$ cat src/hw/rtl/ntp_pkg.sv
// ----------------------------------------------------------------------------
// ntp_pkg
// Shared types and constants for the number text parser: character codes,
// prefix bases and the item formats passed between front, queue and back.
// ----------------------------------------------------------------------------
package ntp_pkg;

  localparam int VALUE_W = 16;

  // Input action codes
  localparam logic ACT_BEGIN = 1'b0;
  localparam logic ACT_CHAR  = 1'b1;

  // Character codes
  localparam logic [7:0] CH_MINUS = 8'h2d;  // '-'
  localparam logic [7:0] CH_ZERO  = 8'h30;  // '0'
  localparam logic [7:0] CH_LO_B  = 8'h62;  // 'b'
  localparam logic [7:0] CH_UP_B  = 8'h42;  // 'B'
  localparam logic [7:0] CH_LO_C  = 8'h63;  // 'c'
  localparam logic [7:0] CH_UP_C  = 8'h43;  // 'C'
  localparam logic [7:0] CH_LO_X  = 8'h78;  // 'x'
  localparam logic [7:0] CH_UP_X  = 8'h58;  // 'X'
  localparam logic [7:0] CH_SPACE = 8'h20;  // ' '

  // Digit mapping constants
  localparam logic [7:0] DIGIT_MAX   = 8'd9;
  localparam logic [7:0] ALPHA_GAP   = 8'd7;
  localparam logic [7:0] UPPER_MAX   = 8'd35;
  localparam logic [7:0] DIGIT_COUNT = 8'd10;

  // Bases
  localparam logic [7:0] BASE_BIN     = 8'd2;
  localparam logic [7:0] BASE_OCT     = 8'd8;
  localparam logic [7:0] BASE_HEX     = 8'd16;
  localparam logic [7:0] BASE_DEFAULT = 8'd10;

  // Classified input item
  typedef struct packed {
    logic       is_begin;
    logic [7:0] length;
    logic [7:0] start_base;  // configured base, captured on begin items
    logic       is_minus;
    logic       is_zero;
    logic       has_sel;     // character selects a prefix base
    logic [7:0] sel_base;
    logic       digit_bad;   // not a digit in any base
    logic [7:0] digit;
  } ntp_item_t;

  // Result item
  typedef struct packed {
    logic [VALUE_W-1:0] value;
    logic               error;
  } ntp_result_t;

endpackage

$ cat src/hw/rtl/ntp_fifo.sv
// ----------------------------------------------------------------------------
// ntp_fifo
// Small register-based queue with push/full and pop/empty handshakes.
// ----------------------------------------------------------------------------
module ntp_fifo #(
  parameter int WIDTH = 8,
  parameter int DEPTH = 2
) (
  input  logic             clk,
  input  logic             rst_n,
  input  logic             push,
  input  logic [WIDTH-1:0] wr_data,
  output logic             full,
  input  logic             pop,
  output logic [WIDTH-1:0] rd_data,
  output logic             empty
);

  localparam int AW = (DEPTH > 1) ? $clog2(DEPTH) : 1;

  logic [WIDTH-1:0] slot_r [DEPTH];
  logic [AW-1:0]    wr_ptr_r, wr_ptr_nxt;
  logic [AW-1:0]    rd_ptr_r, rd_ptr_nxt;
  logic [AW:0]      count_r, count_nxt;
  logic             do_push, do_pop;

  assign full    = (count_r == (AW+1)'(DEPTH));
  assign empty   = (count_r == '0);
  assign do_push = push && !full;
  assign do_pop  = pop && !empty;
  assign rd_data = slot_r[rd_ptr_r];

  always_comb begin
    wr_ptr_nxt = wr_ptr_r;
    rd_ptr_nxt = rd_ptr_r;
    count_nxt  = count_r;
    if (do_push) begin
      wr_ptr_nxt = (wr_ptr_r == AW'(DEPTH - 1)) ? '0 : wr_ptr_r + AW'(1);
    end
    if (do_pop) begin
      rd_ptr_nxt = (rd_ptr_r == AW'(DEPTH - 1)) ? '0 : rd_ptr_r + AW'(1);
    end
    if (do_push && !do_pop) begin
      count_nxt = count_r + (AW+1)'(1);
    end else if (do_pop && !do_push) begin
      count_nxt = count_r - (AW+1)'(1);
    end
  end

  always_ff @(posedge clk) begin
    if (!rst_n) begin
      wr_ptr_r <= '0;
      rd_ptr_r <= '0;
      count_r  <= '0;
    end else begin
      wr_ptr_r <= wr_ptr_nxt;
      rd_ptr_r <= rd_ptr_nxt;
      count_r  <= count_nxt;
    end
  end

  always_ff @(posedge clk) begin
    if (do_push) begin
      slot_r[wr_ptr_r] <= wr_data;
    end
  end

endmodule

$ cat src/hw/rtl/ntp_front.sv
// ----------------------------------------------------------------------------
// ntp_front
// Holds the base register and classifies each incoming item: sign, prefix
// zero, prefix selector and digit value, ready for the back end.
// ----------------------------------------------------------------------------
module ntp_front (
  input  logic              clk,
  input  logic              rst_n,
  input  logic              cfg_wr_en,
  input  logic [7:0]        cfg_wr_data,
  input  logic              in_action,
  input  logic [7:0]        in_ch,
  input  logic [7:0]        in_length,
  output ntp_pkg::ntp_item_t item
);

  import ntp_pkg::*;

  logic [7:0] number_base_r;
  logic [7:0] d0, d1, d2;

  always_ff @(posedge clk) begin
    if (!rst_n) begin
      number_base_r <= BASE_DEFAULT;
    end else if (cfg_wr_en) begin
      number_base_r <= cfg_wr_data;
    end
  end

  // letters map to 10..35; anything landing below 10 after the shift is bad
  assign d0 = in_ch - CH_ZERO;
  assign d1 = d0 - ALPHA_GAP;
  assign d2 = (d1 > UPPER_MAX) ? d1 - CH_SPACE : d1;

  always_comb begin
    item            = '0;
    item.is_begin   = (in_action == ACT_BEGIN);
    item.length     = in_length;
    item.start_base = number_base_r;
    item.is_minus   = (in_ch == CH_MINUS);
    item.is_zero    = (in_ch == CH_ZERO);
    if (d0 > DIGIT_MAX) begin
      item.digit     = d2;
      item.digit_bad = (d2 < DIGIT_COUNT);
    end else begin
      item.digit     = d0;
      item.digit_bad = 1'b0;
    end
    case (in_ch)
      CH_LO_B, CH_UP_B: begin
        item.has_sel  = 1'b1;
        item.sel_base = BASE_BIN;
      end
      CH_LO_C, CH_UP_C: begin
        item.has_sel  = 1'b1;
        item.sel_base = BASE_OCT;
      end
      CH_LO_X, CH_UP_X: begin
        item.has_sel  = 1'b1;
        item.sel_base = BASE_HEX;
      end
      default: begin
        item.has_sel  = 1'b0;
        item.sel_base = BASE_DEFAULT;
      end
    endcase
  end

endmodule

$ cat src/hw/rtl/ntp_back.sv
// ----------------------------------------------------------------------------
// ntp_back
// Token state machine and multiply-accumulate. Takes one classified item
// per cycle while take is high and pushes at most one result.
// ----------------------------------------------------------------------------
module ntp_back #(
  parameter int CELL_BITS = 16
) (
  input  logic                  clk,
  input  logic                  rst_n,
  input  logic                  take,
  input  ntp_pkg::ntp_item_t    item,
  output logic                  res_push,
  output ntp_pkg::ntp_result_t  res
);

  import ntp_pkg::*;

  typedef enum logic [1:0] {
    PFX_CHECK,
    PFX_SEL,
    PFX_DIGITS
  } pfx_state_t;

  pfx_state_t           stage_r, stage_nxt;
  logic [7:0]           chars_left_r, chars_left_nxt;
  logic                 first_r, first_nxt;
  logic                 neg_r, neg_nxt;
  logic [7:0]           wb_r, wb_nxt;
  logic [CELL_BITS-1:0] acc_r, acc_nxt;
  logic                 failed_r, failed_nxt;

  logic [CELL_BITS-1:0] prod;
  logic [CELL_BITS-1:0] mac;
  logic [CELL_BITS-1:0] signed_val;
  logic                 do_digit;

  // only the low cell bits of the product are kept
  assign prod = acc_r * CELL_BITS'(wb_r);
  assign mac  = prod + CELL_BITS'(item.digit);
  assign signed_val = neg_nxt ? (CELL_BITS'(0) - acc_nxt) : acc_nxt;

  always_comb begin
    stage_nxt      = stage_r;
    chars_left_nxt = chars_left_r;
    first_nxt      = first_r;
    neg_nxt        = neg_r;
    wb_nxt         = wb_r;
    acc_nxt        = acc_r;
    failed_nxt     = failed_r;
    do_digit       = 1'b0;
    res_push       = 1'b0;
    res            = '0;
    if (take) begin
      if (item.is_begin) begin
        chars_left_nxt = item.length;
        first_nxt      = 1'b1;
        neg_nxt        = 1'b0;
        stage_nxt      = PFX_CHECK;
        wb_nxt         = item.start_base;
        acc_nxt        = '0;
        failed_nxt     = 1'b0;
        if (item.length == 8'd0) begin
          res_push  = 1'b1;
          res.error = 1'b1;
        end
      end else if (chars_left_r != 8'd0) begin
        unique case (stage_r)
          PFX_CHECK: begin
            if (first_r && item.is_minus) begin
              neg_nxt = 1'b1;
            end else if (chars_left_r > 8'd2 && item.is_zero) begin
              stage_nxt = PFX_SEL;
            end else begin
              stage_nxt = PFX_DIGITS;
              // 128 or more digit characters left
              if (chars_left_r[7]) begin
                failed_nxt = 1'b1;
              end
              do_digit = 1'b1;
            end
          end
          PFX_SEL: begin
            if (item.has_sel) begin
              wb_nxt = item.sel_base;
            end
            stage_nxt = PFX_DIGITS;
            // selector is the last char, or 128+ digits follow it
            if (chars_left_r == 8'd1 || chars_left_r > 8'd128) begin
              failed_nxt = 1'b1;
            end
          end
          PFX_DIGITS: begin
            do_digit = 1'b1;
          end
          default: begin
            stage_nxt = PFX_DIGITS;
          end
        endcase
        if (do_digit && !failed_nxt) begin
          if (item.digit_bad || item.digit >= wb_r) begin
            failed_nxt = 1'b1;
          end else begin
            acc_nxt = mac;
          end
        end
        chars_left_nxt = chars_left_r - 8'd1;
        first_nxt      = 1'b0;
        if (chars_left_r == 8'd1) begin
          res_push = 1'b1;
          if (stage_nxt != PFX_DIGITS || failed_nxt) begin
            res.error = 1'b1;
          end else begin
            res.value = VALUE_W'(signed_val);
          end
        end
      end
    end
  end

  always_ff @(posedge clk) begin
    if (!rst_n) begin
      stage_r      <= PFX_CHECK;
      chars_left_r <= 8'd0;
      first_r      <= 1'b1;
      neg_r        <= 1'b0;
      wb_r         <= BASE_DEFAULT;
      acc_r        <= '0;
      failed_r     <= 1'b0;
    end else begin
      stage_r      <= stage_nxt;
      chars_left_r <= chars_left_nxt;
      first_r      <= first_nxt;
      neg_r        <= neg_nxt;
      wb_r         <= wb_nxt;
      acc_r        <= acc_nxt;
      failed_r     <= failed_nxt;
    end
  end

endmodule

$ cat src/hw/rtl/number_text_parser_core.sv
// ----------------------------------------------------------------------------
// number_text_parser_core
// Converts a counted text token into a signed cell-wide integer.
// ----------------------------------------------------------------------------
// Input channel (push/full): a begin item (in_action 0) carries the token
// length, then one character item (in_action 1) per character follows.
// Result channel (empty/pop): one item per token with out_value and
// out_error, given after the last character, or right after a begin item
// whose length is zero; a token cut short by a begin item gives none.
// Configuration: cfg_wr_en writes cfg_wr_data into the default base; write
// it only while no token is in flight.
// Throughput: one item per cycle unless the result queue is full. The back
// end's single multiply-accumulate retires one character each unstalled cycle.
// Path: an accepted item is registered in the item queue; the back end then
// writes its result into the result queue, whose head drives the outputs.
// A queue between the classifier and the back end, and a result queue, let
// each side stall on its own: when pop is held low the result queue fills,
// then the back end stops, then full rises on the input.
// Reset (synchronous, rst_n low): queues empty, base back to ten, no token
// open.
// ----------------------------------------------------------------------------
module number_text_parser_core #(
  parameter int CELL_BITS   = 16,
  parameter int QUEUE_DEPTH = 2
) (
  input  logic                        clk,
  input  logic                        rst_n,
  input  logic                        cfg_wr_en,
  input  logic [7:0]                  cfg_wr_data,
  input  logic                        push,
  output logic                        full,
  input  logic                        in_action,
  input  logic [7:0]                  in_ch,
  input  logic [7:0]                  in_length,
  output logic                        empty,
  input  logic                        pop,
  output logic [ntp_pkg::VALUE_W-1:0] out_value,
  output logic                        out_error
);

  import ntp_pkg::*;

  ntp_item_t   front_item;
  ntp_item_t   mid_item;
  logic        mid_empty;
  logic        take;
  logic        res_push;
  logic        res_full;
  ntp_result_t res;
  ntp_result_t res_head;

  ntp_front u_front (
    .clk         (clk),
    .rst_n       (rst_n),
    .cfg_wr_en   (cfg_wr_en),
    .cfg_wr_data (cfg_wr_data),
    .in_action   (in_action),
    .in_ch       (in_ch),
    .in_length   (in_length),
    .item        (front_item)
  );

  ntp_fifo #(
    .WIDTH ($bits(ntp_item_t)),
    .DEPTH (QUEUE_DEPTH)
  ) u_item_q (
    .clk     (clk),
    .rst_n   (rst_n),
    .push    (push),
    .wr_data (front_item),
    .full    (full),
    .pop     (take),
    .rd_data (mid_item),
    .empty   (mid_empty)
  );

  assign take = !mid_empty && !res_full;

  ntp_back #(
    .CELL_BITS (CELL_BITS)
  ) u_back (
    .clk      (clk),
    .rst_n    (rst_n),
    .take     (take),
    .item     (mid_item),
    .res_push (res_push),
    .res      (res)
  );

  ntp_fifo #(
    .WIDTH ($bits(ntp_result_t)),
    .DEPTH (QUEUE_DEPTH)
  ) u_result_q (
    .clk     (clk),
    .rst_n   (rst_n),
    .push    (res_push),
    .wr_data (res),
    .full    (res_full),
    .pop     (pop),
    .rd_data (res_head),
    .empty   (empty)
  );

  assign out_value = res_head.value;
  assign out_error = res_head.error;

endmodule

$ cat config.mk
export PLATFORM = sky130hd
export DESIGN_NAME = number_text_parser_core
export DESIGN_NICKNAME = d
export VERILOG_FILES = /design/src/hw/rtl/ntp_pkg.sv /design/src/hw/rtl/ntp_fifo.sv /design/src/hw/rtl/ntp_front.sv /design/src/hw/rtl/ntp_back.sv /design/src/hw/rtl/number_text_parser_core.sv
export SDC_FILE = /design/constraint.sdc
export NUM_CORES = 1
export LEC_CHECK = 0
export BUFFER_PORTS_ARGS = -buffer_cell sky130_fd_sc_hd__clkbuf_2
export CORE_ASPECT_RATIO = 0.5
export CORE_UTILIZATION = 30
export CTS_CLUSTER_DIAMETER = 80
export DETAILED_ROUTE_END_ITERATION = 10
export GPL_TIMING_DRIVEN = 1
export PLACE_DENSITY_LB_ADDON = 0.15
export SLEW_MARGIN = 10
export SYNTH_ARGS = -nofsm -noshare
export SYNTH_HDL_FRONTEND = slang
export SYNTH_SLANG_ARGS = --single-unit
$ cat constraint.sdc
create_clock -name clk -period 8.03 [get_ports clk]
set_input_delay 0.4015 -clock clk [delete_from_list [all_inputs] [get_ports clk]]
set_output_delay 0.4015 -clock clk [all_outputs]
set_load 0.005 [all_outputs]
---- Word-level counts from Yosys, hierarchy flattened ----
Memories as Yosys holds them, arrays and structs flattened. A register that Yosys moved wholly into a read port is not among the register bits.
Cells that the tools add are included.
cells by class
  mux-type cells .......................... 79
  add/sub/neg operators ................... 14
  reduce and logical (&&, ||, !) cells .... 39
  bitwise operators ....................... 1
  $lt $le $gt $ge ......................... 6
  multiply operators ...................... 1
  eq/ne operators ......................... 14
operator list
  cell                     number
  $mux W16                 8
  $mux W8                  7
  $mux W17                 3
  $eq A8 B7 Y1 const B     6
  $mux W1                  45
  $pmux W9 S3              1
  $mux W2                  11
  $add A16 B8 Y16          1
  $eq A8 B6 Y1 const B     2
  $mul A16 B8 Y16          1
  $sub A1 B16 Y16 const A  1
  $sub A8 B6 Y8 const B    2
  $logic_and A1 B1 Y1      12
  $reduce_bool A2 Y1       5
  $logic_not A1 Y1         9
  $mux W9                  1
  $eq A8 B1 Y1 const B     1
  $ge A8 B8 Y1             1
  $gt A8 B2 Y1 const B     1
  $gt A8 B4 Y1 const B     1
  $gt A8 B6 Y1 const B     1
  $gt A8 B8 Y1 const B     1
  $logic_not A8 Y1         1
  $lt A8 B4 Y1 const B     1
  17 further kinds         31
word-level totals
  RAM bits ................................ 108
  output and inout bits ................... 19
  input bits .............................. 30
  memories kept ........................... 2
  logic and storage cells ................. 170
  flip-flop bits (word level) ............. 53
memories
  memory             words  bits a word  read ports  clocked after Yosys merged registers in  wr ports  line            text
  u_item_q.slot_r    2      37           1           1                                        1         ntp_fifo.sv:21  logic [WIDTH-1:0] slot_r [DEPTH];
  u_result_q.slot_r  2      17           1           1                                        1         ntp_fifo.sv:21

---- Depth between registers and ports, before layout ----
Gate-level depths: netlist (run 1).
  word-level depth ........................ 21
  depth in mapped cells ................... 23

---- Modules after synthesis ----
Synthesis (run 1) repeated with hierarchy kept, for this count alone.
unflattened totals
  cells, all modules ...................... 1087
  area total of the unflattened synthesis .. 11329.6 um^2
modules (own cells, without submodules)
  module                   area each (um^2)  sequential area each (um^2)  times used  cells an instance
  ntp_back                 5784.3            740.7                        1           726
  ntp_fifo at u_item_q     2900.3            2322.2                       1           140
  ntp_fifo at u_result_q   1458.9            1121.1                       1           78
  ntp_front                1182.4            160.2                        1           142
  number_text_parser_core  3.8               0.0                          1           1

---- Worst setup path before layout (run 1) ----
Ideal clock, no wire load.
  path type ............................... reg-to-reg
  start ................................... register with a tool-made name
  end ..................................... memory u_result_q.slot_r[0][15] (netlist name) (data pin)
  required time ........................... 7760 ps
  slack ................................... 2372 ps
  period minus slack after synthesis ...... 5658 ps
  arrival ................................. 5387 ps
  stages on the path, launching flop included .. 23
  setup time .............................. 270 ps
  cell sequence ........................... dfxtp_1 -> buf_6 -> clkbuf_1 -> clkbuf_1 -> mux2i_1 -> fa_1 -> inv_1 -> fa_1 -> fa_1 -> inv_1 -> fa_1 -> inv_1 -> ha_1 -> nand3_1 -> o2111ai_1 -> o211ai_1 -> xnor2_1 -> a32oi_1 -> o211ai_1 -> nor3_2 -> a41oi_1 -> xnor2_1 -> nor2_1
RTL lines
  element           line
  end: declaration  ntp_fifo.sv:21

==> results of run 1 <==
## final timing paths
kind                                    to  cells past startpoint  slack [ns]                     start
setup / recovery  u_result_q.slot_r[0][16]                     19        2.45            u_back.wb_r[4]
hold / removal      u_item_q.slot_r[0][28]                      1        0.15              in_length[0]
setup reg to reg  u_result_q.slot_r[0][16]                     19        2.45            u_back.wb_r[4]
hold reg to reg     u_item_q.slot_r[1][26]                      0        0.47  u_front.number_base_r[6]
## metrics by stage
stage | instances | total power (uW) | setup slack, ns | util | area [sq um]
after global placement | 1500 | 2112 | 2.507 | 0.3310 | 11120
after detailed placement | 1500 | 2125 | 2.408 | 0.3312 | 11120
after CTS | 1532 | 2936 | 2.467 | 0.3488 | 11710
after global routing | 1532 | 3107 | 1.922 | 0.3488 | 11710
after floorplan | 1023 | 1809 | 2.372 | - | 10410
final | 1532 | 2904 | 2.452 | 0.3488 | 11710
## flip-flops by register name, indices dropped and copies added (netlist names), named ones only
name,count
u_item_q.slot_r,64
u_result_q.slot_r,34
u_back.acc_r,16
u_back.chars_left_r,8
u_back.wb_r,8
u_front.number_base_r,8
u_back.stage_r,2
u_item_q.count_r,2
u_result_q.count_r,2
u_back.failed_r,1
u_back.first_r,1
u_back.neg_r,1
u_item_q.rd_ptr_r,1
u_item_q.wr_ptr_r,1
u_result_q.rd_ptr_r,1
u_result_q.wr_ptr_r,1
## cells by family (layout without fill, tap and decap cells)
family,Yosys count,count (layout),share of synthesized area
AND/OR/NAND/NOR,306,306,0.1474
buffers and inverters,181,225,0.06686
flip-flops,153,153,0.3886
AO/OA/AOI/OAI,143,143,0.09247
adder cells (fa/ha/maj),122,122,0.1950
multiplexers,61,61,0.06157
XOR/XNOR,57,57,0.04798
## layout make-up
class                   count  area, sq um  area share
multi-input cells         689         5677      0.4846
flip-flops and latches    153         4045      0.3453
well taps                 465        581.8     0.04967
inverters                 136        510.5     0.04358
clock buffers              19        464.2     0.03963
repair buffers             57        307.8     0.02628
clock inverters            13        127.6     0.01090
## metal layers
| metal | wire length, um | vias up | track usage |
|---|---|---|---|
| li1 | - | 3512 | - |
| met1 | 11940 | 3550 | 0.1985 |
| met2 | 11030 | 97 | 0.2339 |
| met3 | 719 | 26 | 0.03142 |
| met4 | 323 | 0 | 0.03532 |
| met5 | 0 | - | 0 |
## power breakdown
group          leakage (uW)  switching, uW  internal [uW]
Sequential          0.00134            143            952
Combinational       0.00314            605            403
Clock              0.000289            365            437
## cells in the final DEF, fill, tap and decap left out, drive strengths merged, types with 6 or more instances in the layout
cell type	Yosys	layout
a22oi	16	16
and2	73	73
xnor2	29	29
dfxtp	55	55
nand3	7	7
nand2	69	69
o211ai	6	6
a211oi	12	12
inv	136	144
a21oi	31	31
fa	67	67
ha	55	55
xor2	28	28
o21ai	30	30
nand4	7	7
nor2b	10	10
buf	4	9
mux2	21	21
edfxtp	98	98
clkbuf	41	67
a31oi	7	7
nor2	92	92
mux2i	40	40
nor3	15	15
==> summary.md, run 1 <==
| Metric | Value |
|---|---|
| Status | `completed` |
| Leakage | `0.004768 uW` |
| Endpoints failing hold | `0` |
| Number of inserted diodes | `0` |
| Layout cells sized above 1 | `0.1190` |
| Synthesis-stage register bit count | `153` |
| Gr ovfl total | `0` |
| P&R area growth vs syn | `12.58%` |
| Setup tns final | `0 ns` |
| Area leader, netlist | `edfxtp_1` |
| H-tree depth | `4` |
| First-pass GRT wire length | `40250 um` |
| Post-synthesis cell count | `1023` |
| Hold buffers post-CTS | `0` |
| Worst Skew | `0.009375 ns` |
| Initial antenna violation count | `0` |
| Largest cells by area after synthesis | `edfxtp_1 (28%), fa_1 (13%), dfxtp_1 (11%), ha_1 (6.6%), inv_1 (4.9%)` |
| Avg Cell Area, Syn | `10.17 sq um` |
| CP Class | `reg -> reg` |
| Nature of the critical path endpoint | `flop` |
| Clock tree buffer depth | `2` |
| Nets@finish | `1206` |
| Crit path top cell by count | `fa_1` |
| Achievable Freq | `0.1793 GHz` |
| Max FO, Critical Path | `14` |
| Worst min path class | `in -> reg` |
| Drt total wl | `24020 um` |
| Min Tclk post-route | `5.578 ns` |
| Via density | `4.690` |
| Final Slew Violations | `0` |
| Worst skew pair latency | `0.44 ns` |
| Setup crit start kind | `flop` |
| Root Driver | `clkbuf_16` |
| Vias in the first global route | `7412` |
| Most used DFF post-synth | `edfxtp_1` |
| CTS resizes | `0` |
| Crit-path cells | `nand2_1 -> fa_1 -> fa_1 -> inv_1 -> fa_1 -> inv_1 -> fa_1 -> inv_1 -> ha_1 -> nand3_1 -> o2111ai_1 -> o211ai_1 -> xnor2_1 -> a32oi_1 -> o211ai_1 -> nor3_2 -> a41oi_1 -> xnor2_1 -> nor2_1` |
| Power Dens Cells | `247.9 nW/um^2` |
| IO Port Bufs | `48` |
| Largest net degree at the start of global routing | `34` |
| Maxcap violations | `0` |
| Final hold slack | `0.1459 ns` |
| CP max stage delay | `0.75 ns` |
| Initial core utilization | `0.3099` |
| Site Rows | `47` |
| Antenna violation net count after detailed routing | `0` |
| Die area | `35480 sq um` |
| Synth cell types | `66` |
| Arrival time worst endpoint | `5.74 ns` |
| Mapped cell area | `10400 sq um` |
| Syn_nets | `1175` |
| Drt pass-1 iters | `5` |
| Maximum VDD drop | `0.0001329 V` |
| TritonCTS buffer count | `17` |
| Post-synth top cells | `inv_1 (136), edfxtp_1 (98), nor2_1 (92)` |
| Slew margin rel. | `0.3859` |
| Post-CTS setup buffers | `0` |
| Iteration-0 DRC Markers | `350` |
| Slowest-stage cell, CP | `dfxtp_1` |
| HPWL after detailed placement | `18160 um` |
| Yosys warns | `0` |
| Fraction of synthesis flops using an asynchronous set or reset pin | `0` |
| Post-synth EDFFs | `98` |
| CTS tree | `built` |
| Gr usage total | `0.1452` |
| Largest delay share family, worst path | `adder cells` |
| Die width | `265.4 um` |
| Die height | `133.7 um` |
| Reg clk slew, reported paths | `0.07 ns` |
| Boundary Pins | `49` |
| Via count | `7185` |
| Final setup fails | `0` |
| Synth top area share | `0.2828` |
| Seq/Total Area, Yosys | `0.3886` |
| Final period util | `0.6946` |
| Layout fillers | `3443` |
| Most frequent cell after synthesis | `inv_1` |
| Worst endpoint required time | `8.19 ns` |
| Sink Count | `153` |
| Core area | `33580 sq um` |
| DRC violations left | `0` |
| GPL Wtd Cong | `0.8049` |
| Worst-Margin Slew | `0.9201 ns` |
| WL/cell | `15.68 um` |
| RSZ-0062 raised after global routing | `false` |
| WP buf/inv | `3` |
(Power assumes the default switching activity.)
==> inputs of run 2 (changes only) <==
ABC_AREA = 1   (was not set)
clock period = 5.01 ns   (was 8.03 ns; I/O delays follow)
==> run 2 against run 1 <==
- die area is 6.3% higher
- sequential share of layout area is 3.9 points lower
- via count is 19% higher
- clock skew is 0.0018 ns higher
==> summary.md, run 2 <==
| Metric | Value |
|---|---|
| Internal reg-to-reg setup slack | `0.12 ns (was 2.45 ns)` |
| Site Rows | `49 (was 47)` |
| Layout fillers | `3688 (was 3443)` |
| Pint | `3623 uW (was 1791 uW)` |
| Crit path top cell by count | `nand2_1 (was fa_1)` |
| Die height | `137.9 um (was 133.7 um)` |
| WHS Endpoint | `u_front.number_base_r[1] (was u_item_q.slot_r[0][28])` |
| Core area | `36110 sq um (was 33580 sq um)` |
| Hold Path Depth | `3 (was 1)` |
| Initial core utilization | `0.3066 (was 0.3099)` |
| First-pass GRT wire length | `44480 um (was 40250 um)` |
| Post-synthesis cell count | `1333 (was 1023)` |
| GPL Wtd Cong | `0.8529 (was 0.8049)` |
| Sw frac | `0.4314 (was 0.3831)` |
| Post-synth EDFFs | `98 (unchanged)` |
| Initial antenna violation count | `1 (was 0)` |
| Seq/Total Area, Yosys | `0.3652 (was 0.3886)` |
| Worst-Margin Slew | `0.9985 ns (was 0.9201 ns)` |
| Largest reg by FF count | `u_item_q.slot_r (unchanged)` |
| Worst Skew | `0.01119 ns (was 0.009375 ns)` |
| Reg2Reg Depth | `27 (was 19)` |
| Mapped cell area | `11070 sq um (was 10400 sq um)` |
| Layout cells sized above 1 | `0.2189 (was 0.1190)` |
| Antenna violation net count after detailed routing | `0 (unchanged)` |
| Root Driver | `clkbuf_16 (unchanged)` |
| IO Port Bufs | `48 (unchanged)` |
| HPWL after detailed placement | `21090 um (was 18160 um)` |
| Largest cells by area after synthesis | `edfxtp_1 (27%), fa_1 (12%), dfxtp_1 (9.9%), nand2_1 (9.7%), inv_1 (9.3%) (was edfxtp_1 (28%), fa_1 (13%), dfxtp_1 (11%), ha_1 (6.6%), inv_1 (4.9%))` |
| Sink Count | `153 (unchanged)` |
| Status | `completed (unchanged)` |
| Slew margin rel. | `0.3343 (was 0.3859)` |
| Maxcap violations | `0 (unchanged)` |
| Clock power frac | `0.212 (was 0.276)` |
| Number of inserted diodes | `0 (unchanged)` |
| CP Class | `reg -> reg (unchanged)` |
| Commonest cells after routing, fill and taps aside | `nand2_1 (271), inv_1 (267), edfxtp_1 (98), nor2_1 (96), buf_4 (78) (was inv_1 (136), edfxtp_1 (98), nor2_1 (90), and2_1 (73), nand2_1 (69))` |
| Most used DFF post-synth | `edfxtp_1 (unchanged)` |
| Flip-flop count of the largest register after layout | `64 (unchanged)` |
| Clock tree buffer depth | `2 (unchanged)` |
| Most frequent cell after synthesis | `nand2_1 (was inv_1)` |
| Final setup fails | `0 (unchanged)` |
| Setup tns final | `0 ns (unchanged)` |
| HP Start | `cfg_wr_data[1] (was in_length[0])` |
| Nets@finish | `1592 (was 1206)` |
| Avg Cell Area, Syn | `8.307 sq um (was 10.17 sq um)` |
| Synth top area share | `0.2658 (was 0.2828)` |
| Synth cell types | `51 (was 66)` |
| Vias in the first global route | `8556 (was 7412)` |
| Worst min path class | `in -> reg (unchanged)` |
| Die area | `37730 sq um (was 35480 sq um)` |
| CTS tree | `built (unchanged)` |
| Min Tclk post-route | `4.888 ns (was 5.578 ns)` |
| Setup crit start kind | `flop (unchanged)` |
| Drt pass-1 iters | `4 (was 5)` |
| Endpoints failing hold | `0 (unchanged)` |
| Final Slew Violations | `0 (unchanged)` |
| Seq pwr share | `0.287 (was 0.377)` |
| Switch Pwr | `2750 uW (was 1113 uW)` |
| Most common cell after layout, fill and taps aside | `nand2_1 (was inv_1)` |
| Syn_nets | `1485 (was 1175)` |
| Iteration-0 DRC Markers | `398 (was 350)` |
| Area leader, netlist | `edfxtp_1 (unchanged)` |
| Yosys warns | `0 (unchanged)` |
| Biggest regs | `u_item_q.slot_r (64), u_result_q.slot_r (34), u_back.acc_r (16) (unchanged)` |
| Maximum VDD drop | `0.0002659 V (was 0.0001329 V)` |
| Arrival time worst endpoint | `5.08 ns (was 5.74 ns)` |
| Final hold slack | `0.02482 ns (was 0.1459 ns)` |
| Worst endpoint required time | `5.21 ns (was 8.19 ns)` |
| CP max stage delay | `0.54 ns (was 0.75 ns)` |
| DRC violations left | `0 (unchanged)` |
| Gr ovfl total | `0 (unchanged)` |
| WL/cell | `14.12 um (was 15.68 um)` |
| Die width | `273.7 um (was 265.4 um)` |
| Via count | `8561 (was 7185)` |
| Nature of the critical path endpoint | `flop (unchanged)` |
| P&R area growth vs syn | `20.78% (was 12.58%)` |
| Power Dens Cells | `476.5 nW/um^2 (was 247.9 nW/um^2)` |
| Worst skew pair latency | `0.45 ns (was 0.44 ns)` |
| Combinational fraction of design power | `0.502 (was 0.347)` |
| Synthesis-stage register bit count | `153 (unchanged)` |
| Achievable Freq | `0.2046 GHz (was 0.1793 GHz)` |
| Reg clk slew, reported paths | `0.06 ns (was 0.07 ns)` |
| Drt total wl | `27350 um (was 24020 um)` |
| Max FO, Critical Path | `6 (was 14)` |
| Largest net degree at the start of global routing | `36 (was 34)` |
| Slowest-stage cell, CP | `fa_1 (was dfxtp_1)` |
| Final period util | `0.9756 (was 0.6946)` |
| TritonCTS buffer count | `17 (unchanged)` |
| Fraction of synthesis flops using an asynchronous set or reset pin | `0 (unchanged)` |
| Worst R2R End | `u_result_q.slot_r[1][13] (was u_result_q.slot_r[0][16])` |
| H-tree depth | `4 (unchanged)` |
| Leakage | `0.006385 uW (was 0.004768 uW)` |
| RSZ-0062 raised after global routing | `true (was false)` |
| Gr usage total | `0.1519 (was 0.1452)` |
| Boundary Pins | `49 (unchanged)` |
| Post-synth top cells | `nand2_1 (285), inv_1 (273), nor2_1 (107) (was inv_1 (136), edfxtp_1 (98), nor2_1 (92))` |
| Via density | `4.420 (was 4.690)` |
==> run 2: cell types whose count changed in the layout (fill, tap and decap cells not counted), sizes merged, moves of 13 or more <==
cell and delta:
o21ai +39, xnor2 -15, or2 +13, nand3 +37
a22oi -16, mux2i -33, and2 -70, xor2 -13
buf +71, a21oi +20, nor2 +23, inv +143
nand2 +240, nand4 +16
==> run 2: power by group through the flow <==
stage | sequential (uW) | clock, uW | combinational [uW]
finish | 1830 | 1350 | 3200
CTS | 1820 | 1390 | 3060
global route | 1860 | 1440 | 3600
floorplan | 1710 | 0 | 2230
global placement | 1830 | 0 | 3010
detailed placement | 1840 | 0 | 3030
==> run 2: how the worst max path moves through the flow <==
stage | start | endpoint | slack (ns) | cells past startpoint
final | flop | u_result_q.slot_r[1][13] | 0.12 | 27
after global routing | flop | u_result_q.slot_r[1][13] | -0.17 | 27
after global placement | u_back.acc_r[5] | u_result_q.slot_r[0][15] | -0.13 | 28
after floorplan | flop | u_result_q.slot_r[0][16] | 0.02 | 30
after CTS | u_back.wb_r[6] | u_result_q.slot_r[1][15] | 0.003 | 29
after detailed placement | flop | u_result_q.slot_r[0][14] | -0.16 | 28
==> run 2: metal layers <==
layer / track usage / wire (um)
met3: 0.02597 / 612
met2: 0.2553 / 12740
met4: 0.04718 / 426
met1: 0.2000 / 13570
met5: 0 / 0
==> run 2: logic make-up after synthesis <==
group           Yosys count  synth area share
buf+inv                 331            0.1157
flops                   153            0.3652
fa+ha+maj               122            0.1833
compound gates          148           0.07819
mux                      24           0.02362
xor+xnor                 29           0.02294
simple gates            526            0.2111
==> run 2: layout make-up <==
cell class	count	area, sq um	area share
clock buffers	18	429.2	0.03209
clock inverters	14	186.4	0.01394
inverters	283	1067	0.07980
multi-input cells	849	6057	0.4529
flip-flops and latches	153	4091	0.3059
well taps	484	605.6	0.04528
repair buffers	136	937.1	0.07007
==> run 2: critical path, delay by kind of cell (launching register included) <==
| family | cells | cell delay [ns] |
|---|---|---|
| adder cells (fa/ha/maj) | 5 | 2.20 |
| AND/OR/NAND/NOR | 15 | 1.49 |
| flip-flops | 1 | 0.39 |
| buffers and inverters | 4 | 0.20 |
| AO/OA/AOI/OAI | 2 | 0.18 |
| XOR/XNOR | 1 | 0.15 |
==> run 2: metrics by stage <==
step | total power (uW) | util | cell area, sq um | setup slack (ns) | std cells
floorplan | 3935 | - | 11130 | 0.01786 | 1333
global placement | 4840 | 0.3405 | 12300 | -0.1332 | 1889
detailed placement | 4870 | 0.3405 | 12300 | -0.1575 | 1889
CTS | 6277 | 0.3605 | 13020 | 0.003473 | 1929
global route | 6902 | 0.3704 | 13370 | -0.1689 | 1937
finish | 6373 | 0.3704 | 13370 | 0.1221 | 1937
==> run 2: timing repair <==
action / CTS / global route
endpoints found under the setup margin: 14 / 19
gates resized for setup: 18 / 86
hold endpoints to repair: 16 / 0
buffers inserted: 0 / 8
pin swaps: 0 / 34
hold buffers: 8 / 0
